**src/rtl/lattice_value_noise_3d_top_macros.svh**
```systemverilog
`ifndef LATTICE_VALUE_NOISE_3D_TOP_MACROS_SVH
`define LATTICE_VALUE_NOISE_3D_TOP_MACROS_SVH

// same-cycle implication
`define LVN_ASSERT_NOW(lbl, ante, cons) \
    lbl: assert property (@(posedge clk) disable iff (!rst_n) (ante) |-> (cons)) \
        else $error("lvn check failed");

// next-cycle implication
`define LVN_ASSERT_NEXT(lbl, ante, cons) \
    lbl: assert property (@(posedge clk) disable iff (!rst_n) (ante) |=> (cons)) \
        else $error("lvn check failed");

`endif

```
**src/rtl/lvn_pkg.sv**
```systemverilog
`timescale 1ns / 1ps
`default_nettype none

package lvn_pkg;

    localparam int LVN_TABLE_SIZE = 256;

    typedef enum logic [1:0] {
        CMD_LOAD_PERM  = 2'd0,
        CMD_LOAD_VALUE = 2'd1,
        CMD_SAMPLE     = 2'd2
    } cmd_t;

    typedef struct packed {
        logic [1:0]  cmd;
        logic [7:0]  addr;
        logic [15:0] data;
    } load_t;

    localparam logic [17:0] SMOOTH_T0    = 18'd196608;
    localparam logic [49:0] SMOOTH_ROUND = 50'h0_0000_8000_0000;

    function automatic logic [15:0] lerp(input logic [15:0] a, input logic [15:0] b,
                                         input logic [16:0] s);
        logic signed [16:0] d;
        logic signed [34:0] prod;
        logic signed [35:0] acc;
        d    = $signed({1'b0, b}) - $signed({1'b0, a});
        prod = d * $signed({1'b0, s});
        acc  = $signed({4'b0, a, 16'b0}) + 36'(prod) + 36'sd32768;
        if (acc[35:32] != 4'd0)
            return 16'hFFFF;
        return acc[31:16];
    endfunction

endpackage

`default_nettype wire

```
**src/rtl/lvn_smooth.sv**
```systemverilog
`timescale 1ns / 1ps
`default_nettype none

module lvn_smooth (
    input  wire logic        clk,
    input  wire logic        en,
    input  wire logic [15:0] frac,
    output logic      [16:0] weight
);

    import lvn_pkg::*;

    logic [31:0] ff_reg;
    logic [17:0] t_reg;
    logic [49:0] p_reg;
    logic [16:0] s_reg;
    logic [49:0] p_round;

    assign p_round = p_reg + SMOOTH_ROUND;

    always_ff @(posedge clk)
    begin
        if (en)
        begin
            ff_reg <= 32'(frac) * 32'(frac);
            t_reg  <= SMOOTH_T0 - {1'b0, frac, 1'b0};
            p_reg  <= 50'(ff_reg) * 50'(t_reg);
            s_reg  <= p_round[48:32];
        end
    end

    assign weight = s_reg;

endmodule

`default_nettype wire
```
**config.mk**
```make
export PLATFORM = sky130hd
export DESIGN_NAME = lvn_smooth
export DESIGN_NICKNAME = d
export VERILOG_FILES = /design/src/rtl/lattice_value_noise_3d_top_macros.svh /design/src/rtl/lvn_pkg.sv /design/src/rtl/lvn_smooth.sv
export SDC_FILE = /design/constraint.sdc
export NUM_CORES = 2
export LEC_CHECK = 0
export BUFFER_PORTS_ARGS = -buffer_cell sky130_fd_sc_hd__buf_4
export CORE_AREA = 2 2 215 217
export DETAILED_ROUTE_END_ITERATION = 8
export DIE_AREA = 0 0 217 219
export PLACE_DENSITY = 0.78
export SLEW_MARGIN = 5
export SYNTH_ARGS = -nofsm -noshare
export SYNTH_HDL_FRONTEND = slang
export SYNTH_SLANG_ARGS = --single-unit
```
**constraint.sdc**
```tcl
create_clock -name clk -period 11.2 [get_ports clk]
set_clock_uncertainty 0.2 [all_clocks]
set_input_delay 0.56 -clock clk [delete_from_list [all_inputs] [get_ports clk]]
set_output_delay 0.56 -clock clk [all_outputs]
set_load 0.01 [all_outputs]
```
==> run metrics <==
Mapped Cells=2881; final setup violation count=0; CTS root buf=clkbuf_16; # resized after CTS=0; Synth Cell Area=26900 µm²; crit path DAT=6840 ps; postcts setup bufs=0; status=complete, no violations; final wirelength=61.1 mm; area delta synth->final=3.89%; Post-DP HPWL=47.7 mm; Area after DPL=27600 µm²; Row Count=78; Chip Width=217 µm; Routed Antenna Nets=0; fin. max-slew vios=0; via count=19100; gpl congestion=0.912; via/cell ratio=5.56; FFs w/ async S/R, synth=0%; Tmin final=6920 ps; First DRT Iteration DRCs=1010; Nets=3705; Worst-Margin Slew=1140 ps; DR pass1 iterations=5; Critical Path Start=ff_reg[16]; Post-Place Setup Slack=4360 ps; DRC=0; number of flip-flops in the largest register=31; number of synthesized flops with an enable pin=82; final worst slack=4280 ps; Distinct cells, synth=64; CP required=11120 ps; Die H=219 µm; RSZ-0062 raised after global routing=false; flops & latches, synth=82; Port Buffers=34; die footprint=47500 µm²; Fin. Hold Viols=0; CTS tree=done; WHS=283 ps; CTS clk-pin slew, worst paths=70 ps; Clk Latency, worst-skew pair=360 ps; fin crit share=61.8%; prevailing post-synth register cell=edfxtp_1; Starting Density=59.6%; # hold bufs at CTS=0; share of the yosys chip area belonging to registers=9.17%; largest net degree at the start of global routing=76; Hold Crit Class=in2reg; worst hold start=en; clk sink count=82; Worst R2R Start=ff_reg[16]; YS warnings=0; Core Area=45100 µm²; highest clock rate=145 MHz; syn nets=3748; initial antenna violation count=0; clock buffer depth=2; Rel. slew slack=24.1%; IO Pins=35; GRT overflow=0; CTS Buf Count=9; share of layout cells above drive strength 1=3.10%; gr usage total=28.0%; Final Instance Area=27900 µm²; crit path max fanout=17; # diodes=0; number of global-route vias before repair=21800; Worst Path Class, Setup=reg2reg; setup_tns=0 ps; Startpoint Class=register; H-tree depth=3; Mapped Avg Cell Area=9.32 µm²; max-cap violations=0; Worst Setup End Kind=register; first-pass GRT wire length=106 mm; wire per inst=17.7 µm
layout by cell type, fill, tap and decap left out, types with 3 or more instances in the layout:
cell	count
inv_1	743
fa_1	595
nand2_1	357
and2_1	307
ha_1	254
edfxtp_1	82
nor2_1	67
xnor2_1	57
buf_4	51
a21oi_1	47
a21o_1	31
xor2_1	30
nand3_1	24
o21ai_0	20
nor3_1	18
nor2b_1	14
and3_1	12
nand4_1	10
clkbuf_16	9
nand2b_1	8
o21bai_1	7
clkinv_1	6
or2_2	6
a21oi_2	6
a31oi_1	6
o21ai_1	5
a211o_1	5
a211oi_1	4
o211ai_1	4
o31ai_1	4
nor4_1	4
o221ai_1	3
inv_6	3
logic make-up after synthesis:
logic type,synth area share (%)
multiplexers,0.0792
adder cells (fa/ha/maj),56.2
flip-flops,9.17
AND/OR/NAND/NOR,15.5
AO/OA/AOI/OAI,4.31
XOR/XNOR,2.84
buffers and inverters,11.9
through the flow:
stage / std cells / utilization, %
2_1_floorplan: 2881 / -
3_3_place_gp: 3427 / 61.2
3_5_place_dp: 3427 / 61.2
4_1_cts: 3443 / 61.9
5_1_grt: 3443 / 61.9
6_report: 3443 / 61.9
synth_stat cells (3+ instances only):
cell,instances,area share (%)
a211o_1,5,0.16
a211oi_1,4,0.11
a21o_1,31,0.87
a21oi_1,47,0.88
a21oi_2,6,0.20
a31oi_1,6,0.14
and2_1,307,7.2
and3_1,12,0.28
buf_1,4,0.056
clkbuf_1,100,1.4
clkinv_1,6,0.084
edfxtp_1,82,9.2
fa_1,595,44
ha_1,254,12
inv_1,743,10
nand2_1,357,5.0
nand2b_1,8,0.19
nand3_1,24,0.45
nand4_1,10,0.23
nor2_1,67,0.94
nor2b_1,14,0.33
nor3_1,18,0.34
nor4_1,4,0.093
o211ai_1,4,0.11
o21ai_0,20,0.37
o21ai_1,5,0.093
o21bai_1,7,0.20
o221ai_1,3,0.098
o31ai_1,4,0.11
or2_2,6,0.14
xnor2_1,57,1.9
xor2_1,30,0.98
worst max-delay path, cell delays in order, from the launching register on:
cell and delay, ps:
edfxtp_1 730, and2_1 330, fa_1 530, inv_1 50
fa_1 470, fa_1 510, inv_1 50, fa_1 500
fa_1 520, inv_1 60, fa_1 510, inv_1 50
ha_1 370, nand3_1 130, nor2_1 230, nand2_1 90
a221o_1 300, a31o_2 310, a211oi_2 350, o31ai_1 150
a21oi_2 160, xnor2_1 70
final timing paths:
path                                   end  slack (ps)  cells after the start
worst max-delay path             p_reg[48]        4280                     21
worst max register to register   p_reg[48]        4280                     21
worst min register to register  weight[16]         380                      1
worst min-delay path             weight[3]         280                      1
area by class of cell:
class                           count  area (µm²)
Tap cell                          600         751
Clock inverter                      7        81.3
Inverter                          749        2810
Sequential cell                    82        2460
Multi-Input combinational cell   1945       21200
Fill cell                        3727       17200
Timing Repair Buffer               51         383
Clock buffer                        9         225
layer usage:
layer  GRT usage, %  part of all wire (%)
met1           33.7                    38
met2           51.4                    53
met5              0                     0
met4           10.3                   3.5
met3           3.44                   6.1
Power is left out: the tool's default activity adds up to more than one toggle a clock period on the data nets, which glitch-free logic cannot reach.
