===== src/rtl/lattice_value_noise_3d_top_macros.svh =====
`ifndef LATTICE_VALUE_NOISE_3D_TOP_MACROS_SVH
`define LATTICE_VALUE_NOISE_3D_TOP_MACROS_SVH

// same-cycle implication
`define LVN_ASSERT_NOW(lbl, ante, cons) \
    lbl: assert property (@(posedge clk) disable iff (!rst_n) (ante) |-> (cons)) \
        else $error("lvn check failed");

// next-cycle implication
`define LVN_ASSERT_NEXT(lbl, ante, cons) \
    lbl: assert property (@(posedge clk) disable iff (!rst_n) (ante) |=> (cons)) \
        else $error("lvn check failed");

`endif


===== src/rtl/lvn_ram.sv =====
`timescale 1ns / 1ps
`default_nettype none

module lvn_ram #(
    parameter int DEPTH = 256,
    parameter int AW    = 8,
    parameter int DW    = 8
) (
    input  wire logic          clk,
    input  wire logic          en,
    input  wire logic          wr_en,
    input  wire logic [AW-1:0] wr_addr,
    input  wire logic [DW-1:0] wr_data,
    input  wire logic [AW-1:0] rd_addr_a,
    input  wire logic [AW-1:0] rd_addr_b,
    output logic      [DW-1:0] rd_data_a,
    output logic      [DW-1:0] rd_data_b
);

    logic [DW-1:0] mem [DEPTH];

    always_ff @(posedge clk)
    begin
        if (wr_en)
            mem[wr_addr] <= wr_data;
    end

    always_ff @(posedge clk)
    begin
        if (en)
        begin
            rd_data_a <= mem[rd_addr_a];
            rd_data_b <= mem[rd_addr_b];
        end
    end

endmodule

`default_nettype wire


===== config.mk =====
export PLATFORM = sky130hd
export DESIGN_NAME = lvn_ram
export DESIGN_NICKNAME = d
export VERILOG_FILES = /design/src/rtl/lattice_value_noise_3d_top_macros.svh /design/src/rtl/lvn_ram.sv
export SDC_FILE = /design/constraint.sdc
export NUM_CORES = 2
export LEC_CHECK = 0
export ABC_AREA = 1
export BUFFER_PORTS_ARGS = -buffer_cell sky130_fd_sc_hd__clkbuf_2
export CELL_PAD_IN_SITES_DETAIL_PLACEMENT = 1
export CELL_PAD_IN_SITES_GLOBAL_PLACEMENT = 2
export CORE_UTILIZATION = 32
export CTS_BUF_LIST = sky130_fd_sc_hd__clkbuf_16
export CTS_CLUSTER_SIZE = 20
export DETAILED_ROUTE_END_ITERATION = 8
export PLACE_DENSITY = 0.76
export SETUP_SLACK_MARGIN = 0.1
export SLEW_MARGIN = 10
export SYNTH_ARGS = -nofsm -noshare
export SYNTH_HDL_FRONTEND = slang
export SYNTH_SLANG_ARGS = --single-unit

===== constraint.sdc =====
create_clock -name clk -period 2.1 [get_ports clk]
set_clock_uncertainty 0.1 [all_clocks]
set_input_delay 0.21 -clock clk [delete_from_list [all_inputs] [get_ports clk]]
set_output_delay 0.21 -clock clk [all_outputs]
set_load 0.1 [all_outputs]

==> impl_metrics.tcl <==
set metrics [dict create \
    status "finished with violations" \
    violations "setup timing" \
    start_kind "flip-flop" \
    cts_sinks 2064 \
    setup_viol 4 \
    cp_data_required_time_ns 1.79 \
    track_usage_pct 28.7 \
    seqPwrFrac_pct 45.7 \
    power.switching_w 0.0271 \
    slew_headroom_pct 39.0 \
    std_cell_rows 208 \
    critPathMaxStageDelay_ns 0.59 \
    power_frac_clock_pct 41.2 \
    start_util_pct 32.3 \
    end_kind "output port" \
    critical_path_class "flip-flop to output port" \
    ys_top_cells_by_count "4211 x nand2_1, 4035 x nand3_1, 2064 x edfxtp_1" \
    grt_use_met1_pct 37.5 \
    drtAntennaViolNets 0 \
    p_int_w 0.0727 \
    post-dp-hpwl_um 327000 \
    grt_pass1_vias 98000 \
    die_x_um 572 \
    cp.arrival_ns 1.83 \
    synthesis.area_um2 104000 \
    drtPass1Iterations 6 \
    path_buf_inv 1 \
    dieArea_um2 327000 \
    synth_seq_cells 2064 \
    syn_area_per_cell_um2 8.99 \
    boundaryPins 51 \
    met3_usage_pct 4.27 \
    clockRootBuffer "clkbuf_16" \
    die_y_um 572 \
    clk_latency_ns 0.96 \
    area_growth_pct 22.9 \
    combPwrFrac_pct 13.2 \
    routed_wl_um 479000 \
    routed-via-count 95500 \
    antenna_found_initial 24 \
    grt_pass1_wl_um 691000 \
    maxSlewViolCount 0 \
    cp_max_fo 1 \
    yosysUniqueCellTypes 12 \
    yosysMostFrequentCell "nand2_1" \
    final_util_pct 39.7 \
    avgRoutedWirePerCell_um 28.7 \
    cts.reportedPaths.clkPinSlew_ns 0.06 \
    gp_congestion 0.949 \
    drt_iter0_drc 10100 \
    total_power_w 0.0998 \
    switching_share_pct 27.1 \
    yosysTopAreaCell "edfxtp_1" \
    nFillCells 36800 \
    grt.busiest_layer "met2" \
    fin_crit_sh_pct 102 \
    async_flop_share_pct 0 \
    drv_cap 0 \
    cts_tree "built" \
    overflow 0 \
    ys_warn_count 0 \
    syn_inst 11600 \
    drc 0 \
    leakagePower_nw 48.9 \
    worst_pin_slew_ns 0.915 \
    htreeDepth 4 \
    vias_per_cell 5.72 \
    met2_usage_pct 46.3 \
    cpMaxStageDelayCell "edfxtp_1" \
    clock_path_buffers 4 \
    hold_class "input port to flip-flop" \
    hold_viol 0 \
    vdd_ir_drop_max_v 0.000655 \
    synthesis.nets 11600 \
    rsz0062_at_grt "yes" \
    synthFlopType "edfxtp_1" \
    drive_gt1_share_pct 15.5 \
    period_needed_ns 2.14 \
    nets 12200 \
    worst_slack_ns -0.0402 \
    cts_buffers 239 \
    grt_max_degree 72 \
    seq_area_frac_synth_pct 59.6 \
    fmax_mhz 467 \
    p_per_area_nw_per_um2 780 \
    crit_chain "clkbuf_16" \
    crit_family "flip-flops" \
    yosysTopAreaCellShare_pct 59.6 \
    numPortBuffers 50 \
    core_area_um2 322000 \
    synth-edff-count 2064 \
    synthTopCellsByArea "edfxtp_1 60%, nand3_1 19%, nand2_1 15%" \
]
[repair_timing]
| action | 4_1_cts | 5_1_grt |
|---|---|---|
| pin swaps | 3 | 19 |
| gates resized for setup | 150 | 209 |
| hold buffers | 12 | 1 |
| hold endpoints to repair | 2053 | 1 |
| buffers inserted | 0 | 4 |
| setup endpoints to repair | 32 | 25 |
[cell families after synthesis]
family                 Yosys count  share of synthesized area (%)
DFF                           2064                           59.6
buffers and inverters          979                           4.78
and+or+nand+nor               8529                           35.6
[path summary, 6_finish.rpt]
check,slack [ns],depth (start not counted),endpoint,start
setup reg to reg,0.11,11,rd_data_a[3]$_DFFE_PP_,mem[28][3]$_DFFE_PP_
setup / recovery,-0.04,1,rd_data_b[7],rd_data_b[7]$_DFFE_PP_
hold / removal,0.06,5,mem[59][4]$_DFFE_PP_,wr_en
hold reg to reg,1.03,10,rd_data_b[1]$_DFFE_PP_,mem[20][1]$_DFFE_PP_
[metrics by stage]
step | TNS, ns | worst slack (ns) | instance area (um^2) | hold slack [ns] | cells
detailed placement | -10.69 | -0.887 | 118000 | 0.484 | 16200
global route | -0.0419 | -0.0262 | 128000 | 0.0570 | 16700
floorplan | 0 | 0.299 | 104000 | 0.209 | 11600
finish | -0.0764 | -0.0402 | 128000 | 0.0646 | 16700
global placement | -10.57 | -0.789 | 118000 | 0.481 | 16200
CTS | -0.338 | -0.101 | 127000 | 0.00470 | 16700
[worst min-delay path: stages]
cell	delay, ns
clkbuf_2	0.10
buf_12	0.16
nand2_2	0.12
buf_12	0.19
nor2_1	0.09
[routing by layer]
layer  vias up  routed length (um)
li1      41500                   -
met1     48900              196000
met2      4086              223000
met3       987               34600
met4        12               25200
met5         -                  78
[registers in the layout, summed over array words and instances (netlist names)]
signal     count
rd_data_b      8
mem         2048
rd_data_a      8
[area by class of cell]
cell class                      count  area, um^2  share of cell area (%)
Antenna cell                        9        22.5                  0.0176
Clock buffer                      241        6030                    4.72
Tap cell                         4305        5390                    4.21
Inverter                           47         251                   0.197
Sequential cell                  2064       62000                    48.5
Clock inverter                    181        1450                    1.13
Timing Repair Buffer             1314       14000                    11.0
Multi-Input combinational cell   8529       38700                    30.3
[placed cells by master (no fill, tap or decap)]
cell type | synthesis | final
buf_12 | 0 | 304
buf_4 | 97 | 944
buf_6 | 35 | 9
buf_8 | 0 | 14
bufinv_16 | 0 | 21
clkbuf_16 | 0 | 251
clkbuf_2 | 0 | 16
clkbuf_8 | 0 | 4
clkinv_1 | 0 | 58
clkinv_16 | 0 | 2
clkinv_2 | 0 | 38
clkinv_4 | 0 | 1
clkinv_8 | 0 | 4
clkinvlp_4 | 0 | 7
diode_2 | 0 | 9
dlygate4sd3_1 | 0 | 13
edfxtp_1 | 2064 | 2064
inv_1 | 41 | 86
inv_16 | 0 | 4
inv_6 | 0 | 3
inv_8 | 0 | 4
nand2_1 | 4211 | 4179
nand2_2 | 0 | 28
nand2_4 | 0 | 4
nand3_1 | 4035 | 3780
nand3_2 | 0 | 216
nand3_4 | 0 | 39
nor2_1 | 283 | 283
[power groups by stage]
stage | sequential (W) | combinational [W] | clock [W]
after global placement | 0.0464 | 0.0122 | 0
after floorplan | 0.0466 | 0.00550 | 0
after CTS | 0.0455 | 0.0127 | 0.0416
final | 0.0456 | 0.0131 | 0.0411
after global routing | 0.0455 | 0.0137 | 0.0429
after detailed placement | 0.0464 | 0.0124 | 0
Power figures use the tool's default switching activity.
